<file path="src/hdl/sfpr_pkg.sv">
// Shared types and constants for the sync-framed packet receiver.
package sfpr_pkg;

  // Sync pattern that opens every frame
  localparam logic [7:0] SYNC_FIRST  = 8'hB5;
  localparam logic [7:0] SYNC_SECOND = 8'h62;

  // Type table geometry
  localparam int TYPE_COUNT = 10;
  localparam int PAIR_COUNT = 5;
  localparam int CFG_AW     = 3;
  localparam logic [15:0] MIN_FRAME_SIZE = 16'd4;

  // Input word kinds (in_tuser)
  localparam logic ACT_PUSH = 1'b0;
  localparam logic ACT_READ = 1'b1;

  // Output word kinds (out_tuser)
  localparam logic KIND_FRAME = 1'b0;
  localparam logic KIND_READ  = 1'b1;

  // Type table answer for one class/id key
  typedef struct packed {
    logic        hit;
    logic [3:0]  type_idx;
    logic [15:0] size;
  } sfpr_lookup_t;

  // Accepted-frame report from the frame controller
  typedef struct packed {
    logic       valid;
    logic [3:0] type_idx;
    logic [7:0] length;
  } sfpr_frame_rpt_t;

endpackage

</file>
<file path="src/hdl/sync_framed_packet_receiver_core.sv">
// Top level of the sync-framed packet receiver with result pipeline.
// Throughput: one input word per cycle, push or read, sustained while out_tready stays high.
// A result word is registered in stage one (with the frame buffer read port)
// and then in the output register.
// Reset: synchronous, active-low rst_n; clears the type table, the hunt
// state and the output valid; the frame buffer is not cleared.
module sync_framed_packet_receiver_core #(
  parameter int BUFFER_BYTES = 128
) (
  input  logic                        clk,
  input  logic                        rst_n,
  input  logic                        in_tvalid,
  output logic                        in_tready,
  input  logic [15:0]                 in_tdata,  // rx_byte[7:0], read_index[14:8], zero
  input  logic                        in_tuser,  // action[0]
  output logic                        out_tvalid,
  input  logic                        out_tready,
  output logic [23:0]                 out_tdata, // frame_type[3:0], frame_length[11:4],
                                                 // read_data[19:12], zero
  output logic                        out_tuser, // result_kind[0]
  input  logic                        cfg_we,
  input  logic [sfpr_pkg::CFG_AW-1:0] cfg_addr,
  input  logic [63:0]                 cfg_wdata
);
  import sfpr_pkg::*;

  localparam int AW = $clog2(BUFFER_BYTES);

  logic            in_fire;
  logic            is_read;
  logic [7:0]      rx_byte;
  logic [6:0]      read_index;
  sfpr_lookup_t    lookup;
  sfpr_frame_rpt_t rpt;
  logic [7:0]      class_q;
  logic            wr_en;
  logic [AW-1:0]   wr_addr;
  logic [7:0]      wr_data;
  logic [7:0]      rd_data;

  logic            s1_v_r;
  logic            s1_kind_r;
  logic [3:0]      s1_type_r;
  logic [7:0]      s1_len_r;
  logic            s1_inrange_r;
  logic            s1_adv;

  logic            out_v_r;
  logic            out_kind_r;
  logic [3:0]      out_type_r;
  logic [7:0]      out_len_r;
  logic [7:0]      out_data_r;

  // Unpack the input word
  assign rx_byte    = in_tdata[7:0];
  assign read_index = in_tdata[14:8];
  assign is_read    = (in_tuser == ACT_READ);

  // Stage one moves on whenever the output register is free or draining
  assign s1_adv    = !out_v_r || out_tready;
  assign in_tready = !s1_v_r || s1_adv;
  assign in_fire   = in_tvalid && in_tready;

  sfpr_type_table u_table (
    .clk       (clk),
    .rst_n     (rst_n),
    .cfg_we    (cfg_we),
    .cfg_addr  (cfg_addr),
    .cfg_wdata (cfg_wdata),
    .key_class (class_q),
    .key_id    (rx_byte),
    .lookup    (lookup)
  );

  sfpr_frame_ctrl #(
    .BUFFER_BYTES (BUFFER_BYTES),
    .AW           (AW)
  ) u_ctrl (
    .clk     (clk),
    .rst_n   (rst_n),
    .push    (in_fire && !is_read),
    .rx_byte (rx_byte),
    .lookup  (lookup),
    .class_q (class_q),
    .wr_en   (wr_en),
    .wr_addr (wr_addr),
    .wr_data (wr_data),
    .rpt     (rpt)
  );

  sfpr_frame_buf #(
    .DEPTH (BUFFER_BYTES),
    .AW    (AW)
  ) u_buf (
    .clk     (clk),
    .wr_en   (wr_en),
    .wr_addr (wr_addr),
    .wr_data (wr_data),
    .rd_en   (in_fire && is_read),
    .rd_addr (AW'(read_index)),
    .rd_data (rd_data)
  );

  // Stage one: hold the result while the buffer read completes
  always_ff @(posedge clk) begin
    if (!rst_n) begin
      s1_v_r <= 1'b0;
    end else if (in_fire) begin
      s1_v_r <= is_read || rpt.valid;
    end else if (s1_adv) begin
      s1_v_r <= 1'b0;
    end
  end

  always_ff @(posedge clk) begin
    if (in_fire) begin
      s1_kind_r    <= is_read ? KIND_READ : KIND_FRAME;
      s1_type_r    <= is_read ? 4'd0 : rpt.type_idx;
      s1_len_r     <= is_read ? 8'd0 : rpt.length;
      s1_inrange_r <= (32'(read_index) < BUFFER_BYTES);
    end
  end

  // Output register
  always_ff @(posedge clk) begin
    if (!rst_n) begin
      out_v_r <= 1'b0;
    end else if (s1_adv) begin
      out_v_r <= s1_v_r;
    end
  end

  always_ff @(posedge clk) begin
    if (s1_adv && s1_v_r) begin
      out_kind_r <= s1_kind_r;
      out_type_r <= s1_type_r;
      out_len_r  <= s1_len_r;
      out_data_r <= ((s1_kind_r == KIND_READ) && s1_inrange_r) ? rd_data : 8'd0;
    end
  end

  assign out_tvalid = out_v_r;
  assign out_tuser  = out_kind_r;
  assign out_tdata  = {4'd0, out_data_r, out_len_r, out_type_r};

`ifndef SYNTHESIS
  a_read_makes_result: assert property (@(posedge clk) disable iff (!rst_n)
    (in_fire && is_read) |=> s1_v_r)
    else $error("accepted read produced no pending result");
  a_stall_blocks_input: assert property (@(posedge clk) disable iff (!rst_n)
    (s1_v_r && !s1_adv) |-> !in_tready)
    else $error("input taken while stage one is stalled");
  a_result_reaches_out: assert property (@(posedge clk) disable iff (!rst_n)
    (s1_v_r && s1_adv) |=> out_v_r)
    else $error("pending result lost on its way to the output");
`endif

endmodule

</file>
<file path="src/hdl/sfpr_type_table.sv">
// Type table registers and first-match class/id lookup.
module sfpr_type_table (
  input  logic                        clk,
  input  logic                        rst_n,
  input  logic                        cfg_we,
  input  logic [sfpr_pkg::CFG_AW-1:0] cfg_addr,
  input  logic [63:0]                 cfg_wdata,
  input  logic [7:0]                  key_class,
  input  logic [7:0]                  key_id,
  output sfpr_pkg::sfpr_lookup_t      lookup
);
  import sfpr_pkg::*;

  logic [63:0] pair_r [PAIR_COUNT];
  logic [TYPE_COUNT-1:0] match;
  logic [31:0] entry [TYPE_COUNT];

  // Write one register pair; indexes past the list are ignored
  always_ff @(posedge clk) begin
    if (!rst_n) begin
      for (int p = 0; p < PAIR_COUNT; p++) begin
        pair_r[p] <= '0;
      end
    end else if (cfg_we && (32'(cfg_addr) < PAIR_COUNT)) begin
      pair_r[cfg_addr] <= cfg_wdata;
    end
  end

  // Compare all entries in parallel; tiny sizes disable an entry
  always_comb begin
    for (int e = 0; e < TYPE_COUNT; e++) begin
      entry[e] = pair_r[e >> 1][(e % 2) * 32 +: 32];
      match[e] = (entry[e][15:0] >= MIN_FRAME_SIZE) &&
                 (entry[e][31:24] == key_class) && (entry[e][23:16] == key_id);
    end
  end

  // Pick the lowest matching entry
  always_comb begin
    lookup = '0;
    for (int e = TYPE_COUNT - 1; e >= 0; e--) begin
      if (match[e]) begin
        lookup.hit      = 1'b1;
        lookup.type_idx = 4'(e);
        lookup.size     = entry[e][15:0];
      end
    end
  end

endmodule

</file>
<file path="src/hdl/sfpr_frame_buf.sv">
// Frame byte memory: one write port, one registered read port.
module sfpr_frame_buf #(
  parameter int DEPTH = 128,
  parameter int AW    = 7
) (
  input  logic          clk,
  input  logic          wr_en,
  input  logic [AW-1:0] wr_addr,
  input  logic [7:0]    wr_data,
  input  logic          rd_en,
  input  logic [AW-1:0] rd_addr,
  output logic [7:0]    rd_data
);

  logic [7:0] mem [DEPTH];
  logic [7:0] rd_data_r;

  // Store a frame byte
  always_ff @(posedge clk) begin
    if (wr_en) begin
      mem[wr_addr] <= wr_data;
    end
  end

  // Read and hold until the next read
  always_ff @(posedge clk) begin
    if (rd_en) begin
      rd_data_r <= mem[rd_addr];
    end
  end

  assign rd_data = rd_data_r;

endmodule

</file>
<file path="src/hdl/sfpr_frame_ctrl.sv">
// Sync hunt, frame position tracking and Fletcher checksum check.
module sfpr_frame_ctrl #(
  parameter int BUFFER_BYTES = 128,
  parameter int AW           = 7
) (
  input  logic                        clk,
  input  logic                        rst_n,
  input  logic                        push,
  input  logic [7:0]                  rx_byte,
  input  sfpr_pkg::sfpr_lookup_t      lookup,
  output logic [7:0]                  class_q,
  output logic                        wr_en,
  output logic [AW-1:0]               wr_addr,
  output logic [7:0]                  wr_data,
  output sfpr_pkg::sfpr_frame_rpt_t   rpt
);
  import sfpr_pkg::*;

  localparam int PW = $clog2(BUFFER_BYTES + 5);
  localparam int SW = $clog2(BUFFER_BYTES + 1);

  logic [PW-1:0] pos_r, pos_nxt;
  logic [SW-1:0] exp_size_r, exp_size_nxt;
  logic [3:0]    mtype_r, mtype_nxt;
  logic [7:0]    sum_a_r, sum_a_nxt;
  logic [7:0]    sum_b_r, sum_b_nxt;
  logic [7:0]    class_r, class_nxt;
  logic [PW-1:0] idx;
  logic [PW-1:0] pos_inc;
  logic [PW-1:0] end_a;
  logic [PW-1:0] end_b;
  logic          store;
  logic          emit;
  logic [SW-1:0] lk_size;
  logic [15:0]   size_ext;

  // Clamp table sizes to the buffer depth
  assign lk_size = (lookup.size > 16'(BUFFER_BYTES)) ? SW'(BUFFER_BYTES) : SW'(lookup.size);
  assign class_q = class_r;

  // Advance the frame state for one pushed byte
  always_comb begin
    pos_nxt      = pos_r;
    exp_size_nxt = exp_size_r;
    mtype_nxt    = mtype_r;
    sum_a_nxt    = sum_a_r;
    sum_b_nxt    = sum_b_r;
    class_nxt    = class_r;
    idx          = pos_r - PW'(2);
    pos_inc      = pos_r + PW'(1);
    store        = 1'b0;
    emit         = 1'b0;
    end_a        = '0;
    end_b        = '0;
    if (push) begin
      case (pos_r)
        PW'(0): begin
          pos_nxt = (rx_byte == SYNC_FIRST) ? PW'(1) : PW'(0);
        end
        PW'(1): begin
          if (rx_byte == SYNC_SECOND) begin
            pos_nxt   = PW'(2);
            sum_a_nxt = '0;
            sum_b_nxt = '0;
          end else begin
            pos_nxt = PW'(0);
          end
        end
        default: begin
          store = (idx < PW'(exp_size_r));
          if (store) begin
            sum_a_nxt = sum_a_r + rx_byte;
            sum_b_nxt = sum_b_r + sum_a_nxt;
          end
          if (pos_r == PW'(2)) begin
            class_nxt = rx_byte;
          end
          pos_nxt = pos_inc;
          if ((pos_inc == PW'(4)) && !lookup.hit) begin
            pos_nxt = PW'(0);
          end else begin
            if (pos_inc == PW'(4)) begin
              mtype_nxt    = lookup.type_idx;
              exp_size_nxt = lk_size;
            end
            end_a = PW'(exp_size_nxt) + PW'(3);
            end_b = PW'(exp_size_nxt) + PW'(4);
            if (pos_inc == end_a) begin
              if (rx_byte != sum_a_nxt) begin
                pos_nxt = PW'(0);
              end
            end else if (pos_inc == end_b) begin
              pos_nxt = PW'(0);
              emit    = (rx_byte == sum_b_nxt);
            end else if (pos_inc > end_b) begin
              pos_nxt = PW'(0);
            end
          end
        end
      endcase
    end
  end

  // Hold frame state
  always_ff @(posedge clk) begin
    if (!rst_n) begin
      pos_r      <= '0;
      exp_size_r <= SW'(BUFFER_BYTES);
      mtype_r    <= '0;
      sum_a_r    <= '0;
      sum_b_r    <= '0;
      class_r    <= '0;
    end else begin
      pos_r      <= pos_nxt;
      exp_size_r <= exp_size_nxt;
      mtype_r    <= mtype_nxt;
      sum_a_r    <= sum_a_nxt;
      sum_b_r    <= sum_b_nxt;
      class_r    <= class_nxt;
    end
  end

  // Buffer write and frame report
  assign wr_en        = store;
  assign wr_addr      = AW'(idx);
  assign wr_data      = rx_byte;
  assign size_ext     = 16'(exp_size_nxt);
  assign rpt.valid    = emit;
  assign rpt.type_idx = mtype_nxt;
  assign rpt.length   = size_ext[7:0];

`ifndef SYNTHESIS
  a_pos_bound: assert property (@(posedge clk) disable iff (!rst_n)
    pos_r <= PW'(exp_size_r) + PW'(4))
    else $error("frame position past checksum bytes");
  a_emit_at_end: assert property (@(posedge clk) disable iff (!rst_n)
    emit |-> (pos_r == PW'(exp_size_r) + PW'(3)))
    else $error("frame reported away from second checksum byte");
  a_store_in_buf: assert property (@(posedge clk) disable iff (!rst_n)
    store |-> (idx < PW'(BUFFER_BYTES)))
    else $error("buffer write beyond depth");
`endif

endmodule
</file>
<file path="config.mk">
export PLATFORM = sky130hd
export DESIGN_NAME = sync_framed_packet_receiver_core
export DESIGN_NICKNAME = d
export VERILOG_FILES = /design/src/hdl/sfpr_pkg.sv /design/src/hdl/sync_framed_packet_receiver_core.sv /design/src/hdl/sfpr_type_table.sv /design/src/hdl/sfpr_frame_buf.sv /design/src/hdl/sfpr_frame_ctrl.sv
export SDC_FILE = /design/constraint.sdc
export NUM_CORES = 2
export LEC_CHECK = 0
export BUFFER_PORTS_ARGS = -buffer_cell sky130_fd_sc_hd__clkbuf_2
export CAP_MARGIN = 30
export CORE_MARGIN = 5
export CORE_UTILIZATION = 30
export CTS_CLUSTER_DIAMETER = 80
export DETAILED_ROUTE_END_ITERATION = 6
export PLACE_DENSITY = 0.44
export SLEW_MARGIN = 15
export SYNTH_ARGS = -nofsm -noshare
export SYNTH_HDL_FRONTEND = slang
export SYNTH_SLANG_ARGS = --single-unit
export TNS_END_PERCENT = 30
</file>
<file path="constraint.sdc">
create_clock -name clk -period 8.5 [get_ports clk]
set_clock_uncertainty 0.1 [all_clocks]
set_input_delay 1.275 -clock clk [delete_from_list [all_inputs] [get_ports clk]]
set_output_delay 1.275 -clock clk [all_outputs]
set_load 0.005 [all_outputs]
</file>
### Word level (Yosys, flattened, before mapping)

Memory sizes are Yosys's and may differ from the RTL's. A register that Yosys moved wholly into a read port is not among the register bits.
Cells that the tools add are included.
Widths: inputs -> output; s select.

* bits of input ports: 89
* register bits: 80
* memories: 2
* memory bits (writable): 1344
* output and inout port bits: 27
* word-level logic and storage cells: 166

* muxes and demuxes: 58
* eq/ne operators: 30
* bitwise gates (word level): 2
* $lt $le $gt $ge: 14
* add/subtract/negate cells: 6
* reduce and logical (&&, ||, !) cells: 39

Memories
* u_buf.mem: depth 128, width 8, rd ports 1, clocked after Yosys merged registers in 1, write ports 1, line sfpr_frame_buf.sv:15 `logic [7:0] mem [DEPTH];`
* u_table.pair_r: depth 5, width 64, rd ports 5, clocked after Yosys merged registers in 0, write ports 5, line sfpr_type_table.sv:14 `logic [63:0] pair_r [PAIR_COUNT];`

Operator list (number)
* $mux 21: 10
* $eq 8x8->1: 23
* $ge 16x3->1 const B: 10
* $mux 8: 20
* $mux 64: 1
* $reduce_or 64->1: 1
* $pmux 8 s2: 3
* $logic_and 1x1->1: 26
* $mux 1: 18
* $add 8x8->8: 2
* $gt 16x8->1 const B: 1
* $mux 4: 4
* $add 8x1->8 const B: 1
* $add 8x2->8 const B: 1
* $add 8x3->8 const B: 1
* $eq 8x1->1 const B: 1
* $eq 8x2->1 const B: 1
* $eq 8x3->1 const B: 1
* $eq 8x7->1 const B: 1
* $eq 8x8->1 const B: 1
* $gt 8x8->1: 1
* $logic_not 8->1: 1
* $lt 8x8->1: 1
* $ne 8x8->1: 1
* other kinds (11): 18

### Logic depth before layout (Yosys ltp)

An unclocked memory read counts as a cell.

* word-level depth: 29
* depth in mapped cells: 27

### By module

From an unflattened synthesis, not the netlist that was laid out.

* cells, all modules: 3452
* area, all modules: 61076.1 µm²

By module, submodules not included
* sfpr_frame_buf: seq. area each 30989.7 µm², times used 1, cells an instance 1635, area an instance 39745.6 µm²
* sfpr_type_table: seq. area each 9609.2 µm², times used 1, cells an instance 1225, area an instance 15763.9 µm²
* sfpr_frame_ctrl: seq. area each 880.8 µm², times used 1, cells an instance 521, area an instance 4262.8 µm²
* sync_framed_packet_receiver_core: seq. area each 1061.0 µm², times used 1, cells an instance 71, area an instance 1303.8 µm²

### Least setup slack after synthesis

No wires, ideal clock.

* path type: input port to flip-flop
* start point: input rst_n
* end point: memory u_table.pair_r[1][0], enable pin
* cell stages on the path: 4
* data required time: 7826 ps
* arrival time: 6040 ps
* setup slack: 1786 ps
* path through: nand2_1 -> nor2_1 -> nand2_1 -> o21ai_0

RTL lines
* from (decl): line sync_framed_packet_receiver_core.sv:11 `input logic rst_n,`
* to (decl): line sfpr_type_table.sv:14

### Final worst setup path

* start point: register u_ctrl.class_r[6], in the netlist u_ctrl.class_q[6]
* end point: register u_ctrl.pos_r[1]

* cells in the longest elaborated chain, start to end: 26
* elaborated cells between the ends (all ways): 58
* classes of those cells: add/sub (2); order compare (2); eq/ne (12); mux (20); reduce/logical (22)

Ends and longest elaborated chain
* from (decl): line sfpr_frame_ctrl.sv:27 `logic [7:0] class_r, class_nxt;`
* from (signal assigned): line sfpr_frame_ctrl.sv:119 `class_r <= class_nxt;`
* $eq 8x8->1: line sfpr_type_table.sv:34 `(entry[e][31:24] == key_class) && (entry[e][23:16] == key_id);`
* $logic_and 1x1->1: line sfpr_type_table.sv:33 `match[e] = (entry[e][15:0] >= MIN_FRAME_SIZE) &&`
* $logic_and 1x1->1: line sfpr_type_table.sv:34
* $mux 21 (9 in series): line sfpr_type_table.sv:42 `if (match[e]) begin`
* $mux 21 *: line sfpr_type_table.sv:42
* $gt 16x8->1: line sfpr_frame_ctrl.sv:38 `assign lk_size = (lookup.size > 16'(BUFFER_BYTES)) ? SW'(BUFFER_BYTES) : SW'(lookup.size);`
* $mux 8: line sfpr_frame_ctrl.sv:38
* $mux 8: line sfpr_frame_ctrl.sv:82 `if (pos_inc == PW'(4)) begin`
* (+2 left out)
* $mux 8: line sfpr_frame_ctrl.sv:55 `if (push) begin`
* $add 8x3->8: line sfpr_frame_ctrl.sv:87 `end_b = PW'(exp_size_nxt) + PW'(4);`
* $gt 8x8->1: line sfpr_frame_ctrl.sv:95 `end else if (pos_inc > end_b) begin`
* $mux 8: line sfpr_frame_ctrl.sv:95
* $mux 8: line sfpr_frame_ctrl.sv:92 `end else if (pos_inc == end_b) begin`
* $mux 8: line sfpr_frame_ctrl.sv:88 `if (pos_inc == end_a) begin`
* $mux 8 *: line sfpr_frame_ctrl.sv:79 `if ((pos_inc == PW'(4)) && !lookup.hit) begin`
* $pmux 8 s2 *: line sfpr_frame_ctrl.sv:56 `case (pos_r)`
* to (signal assigned): line sfpr_frame_ctrl.sv:114 `pos_r <= pos_nxt;`
* to (decl): line sfpr_frame_ctrl.sv:22 `logic [PW-1:0] pos_r, pos_nxt;`

Mark *: on every way between the ends. The rest lies on a longest branch, timed or not. The select of a mux whose other input is x is not followed.
A chain may end at the register's enable or synchronous reset.

==> metrics.cfg <==
[finish]
finalInstanceArea_mm2 = 0.0706
area_growth_pct = 15.4
fin_util_pct = 34.9
final_common_cell = edfxtp_1
num-fill-cells = 19100
layout-drive-gt1-share_pct = 21.2
mostFrequentLayoutCells = 1,386 x edfxtp_1, 349 x and2_1, 336 x mux4_2
multi_input_area_mm2 = 0.0177
nNetsFinal = 3867
layout.area.seq_mm2 = 0.0425

[sta]
relSlewSlack_pct = 23.5
finalCriticalPeriod_ns = 7.27
worst_pin_slew_ns = 1.15
clock.fmax_mhz = 137
min_period_over_period_pct = 85.6
rsz0062_at_grt = no
finalSetupViolations = 0
drv_slew = 0
hold_slack_ns = 0.317
hold_viol = 0
fin_tns_setup_ns = 0

[floorplanning]
core_mm2 = 0.203
row_count = 165
initial_core_util_pct = 30.2
dieHeight_um = 462
pin_count = 116
dieWidth_um = 462
die_area_mm2 = 0.213

[clock_tree]
path_clk_slew_ns = 0.06
cts_buffers = 165
clkLatencyLatePin_ns = 0.82
root_buffer = clkbuf_16
cts_resized = 0
cts_setup_buffers = 0
ctsHoldBuffers = 0
clockBufferDepth = 3
htreeDepth = 4
cts_tree = built
cts.sinks = 1432

[status]
outcome = complete, no violations

[drt]
drt-wirelength-per-cell_um = 27.4
postRouteAntennaNets = 0
totalWireLength_um = 179000
drt_iter0_drc = 3111
drtPass1Iterations = 6
drc = 0
vias_per_cell = 5.01
num_vias = 32800

[power_and_ir_drop]
ir_drop_mv = 0.216
seqPwrFrac_pct = 50.7
swShare_pct = 22.5
pwr-share-comb_pct = 4.7
power_density_mw_per_mm2 = 222
clkPwrFrac_pct = 44.6
p_switching_w = 0.00351
p_total_w = 0.0156
power.leakage_nw = 22.7
p_int_w = 0.0121

[yosys]
synthCells = 3539
synth_warnings = 0
ys_seq_elements = 1432
synth_area_mm2 = 0.0612
yosys-top-cells-area = edfxtp_1 68%, mux4_2 12%, and2_1 3.6%, xor2_1 1.9%, nor2_1 1.7%
ys_seq_area_share_pct = 69.5
yosysUniqueCellTypes = 89
syn_avg_cell_area_um2 = 17.3
synth_edf_count = 1386
yosys.area.top_type = edfxtp_1
async_flop_share_pct = 0
dominantRegCellSynth = edfxtp_1
synth_top_area_share_pct = 68.0

[critical_path]
endpoint_kind = register
cp.required_ns = 9.06
timing.rr.start = u_ctrl.class_q[6]
cp_top_family = simple AND/OR/NAND/NOR gates
start_kind = register
crit_slowest_cell = dfxtp_1
r2r_end = u_ctrl.pos_r[1]
critPathArrivalTime_ns = 7.83
cp_slowest_stage_delay_ns = 0.77
cp_max_fo = 7
r2r_setup_slack_ns = 1.23
crit_chain = buf_4, xnor2_1, nand4_1, or4_1, nor2_1, a311oi_1, o31a_1, a311oi_1, or4_4, a211oi_1, a21oi_1, inv_1, ha_1, nor2b_1, xnor2_1, nor2_1, or4_1, o41ai_1, o31ai_2, nor3_2, o22ai_1
critPathBufInv = 2
setup.worst_path.class = register to register
rr_worst_depth = 21

[min_path]
whs_endpoint = out_len_r[0]
holdCritPathClass = register to register
hold_path_depth = 0
hold_start = s1_len_r[0]

[grt]
antenna_found_initial = 8
gr-usage-all-layers_pct = 16.7
grt_max_degree = 144
gr-total-overflow = 0
grt_pass1_vias = 33600
grt_pass1_wl_um = 256000

[placement]
hpwl_um = 116000
placedInstanceArea_mm2 = 0.0653
gp_congestion = 0.910
port_buffers = 110

[run]
drv_cap = 0

-- cells in the mapped netlist (5+ instances only) --
cell and number:
a22oi_1 12, o2111ai_1 13, and2_1 349, a21oi_1 52
a211oi_1 20, nand4b_1 5, a2111oi_0 8, o22ai_1 6
buf_2 12, xnor2_1 69, nand3_1 43, xor2_1 136
o21bai_1 5, nor2_1 273, or3_1 10, edfxtp_1 1386
and3_1 10, buf_4 10, ha_1 41, mux2_2 9
buf_1 33, o311ai_0 8, o31ai_1 6, a311oi_1 9
o21ai_0 20, nand2b_1 9, o211ai_1 9, or4_1 8
a31oi_1 6, mux2i_1 27, o21ai_1 6, nor4_1 65
nand2_1 102, buf_6 16, and4_1 11, dfxtp_1 46
inv_1 42, nor3_1 34, clkbuf_1 114, a21o_1 15
nor2b_1 10, nand4_1 43, mux4_2 336
-- layer usage --
metal	GRT usage [%]	up-vias	share of wire, %
met5	0	-	0.012
met3	2.90	273	4.7
met4	4.23	4	2.4
li1	-	14400	-
met2	27.6	886	48
met1	23.1	17200	45
-- stage by stage --
| stage | setup slack [ns] | instances |
|---|---|---|
| after floorplan | 1.79 | 3542 |
| after global routing | 0.840 | 6541 |
| after global placement | 0.726 | 6229 |
| after detailed placement | 0.813 | 6239 |
| final | 1.23 | 6545 |
| after CTS | 1.29 | 6538 |
-- power by group through the flow --
stage | combinational, W | clock [W] | sequential, W
2_1_floorplan | 0.000399 | 0 | 0.00804
3_3_place_gp | 0.000750 | 0 | 0.00807
3_5_place_dp | 0.000760 | 0 | 0.00807
4_1_cts | 0.000761 | 0.00719 | 0.00792
5_1_grt | 0.000790 | 0.00748 | 0.00793
6_report | 0.000737 | 0.00698 | 0.00792
-- worst max-delay path by stage --
stage,startpoint,end,cells past startpoint
finish,u_ctrl.class_q[6],u_ctrl.pos_r[1],21
global route,u_ctrl.class_q[6],u_ctrl.pos_r[1],21
CTS,u_ctrl.class_q[6],u_ctrl.pos_r[1],21
detailed placement,in_tdata[1],u_ctrl.pos_r[1],21
global placement,in_tdata[1],u_ctrl.pos_r[0],21
floorplan,rst_n,u_table.pair_r[1][0],4
-- kinds of logic after synthesis --
group                      synth area share [%]
AOI/OAI and AO/OA                          3.10
xor gates and xnor gates                   3.04
adders and majority gates                 0.904
buffers and inverters                      1.67
DFF                                        69.5
muxes                                      13.0
other                                   0.00613
and+or+nand+nor                            8.80
-- registers in the layout, indices dropped and copies added, names as in the netlist --
signal / flops
s1_v_r: 1
u_ctrl.sum_a_r: 8
out_type_r: 4
u_ctrl.pos_r: 8
out_data_r: 8
u_ctrl.exp_size_r: 8
u_buf.rd_data: 8
u_ctrl.class_q: 8
s1_len_r: 8
out_tuser: 1
s1_type_r: 4
u_buf.mem: 1024
out_tvalid: 1
out_len_r: 8
u_ctrl.sum_b_r: 8
u_table.pair_r: 320
s1_kind_r: 1
u_ctrl.mtype_r: 4
-- area by class of cell --
| class | instances | area share, % |
|---|---|---|
| clock inverter | 93 | 1.45 |
| tap | 2672 | 4.74 |
| sequential | 1432 | 60.3 |
| inverter | 42 | 0.223 |
| antenna | 6 | 0.0213 |
| clock buffer | 206 | 6.07 |
| multi-input combinational | 1883 | 25.1 |
| timing repair buffer | 211 | 2.13 |
(Power assumes the default switching activity.)
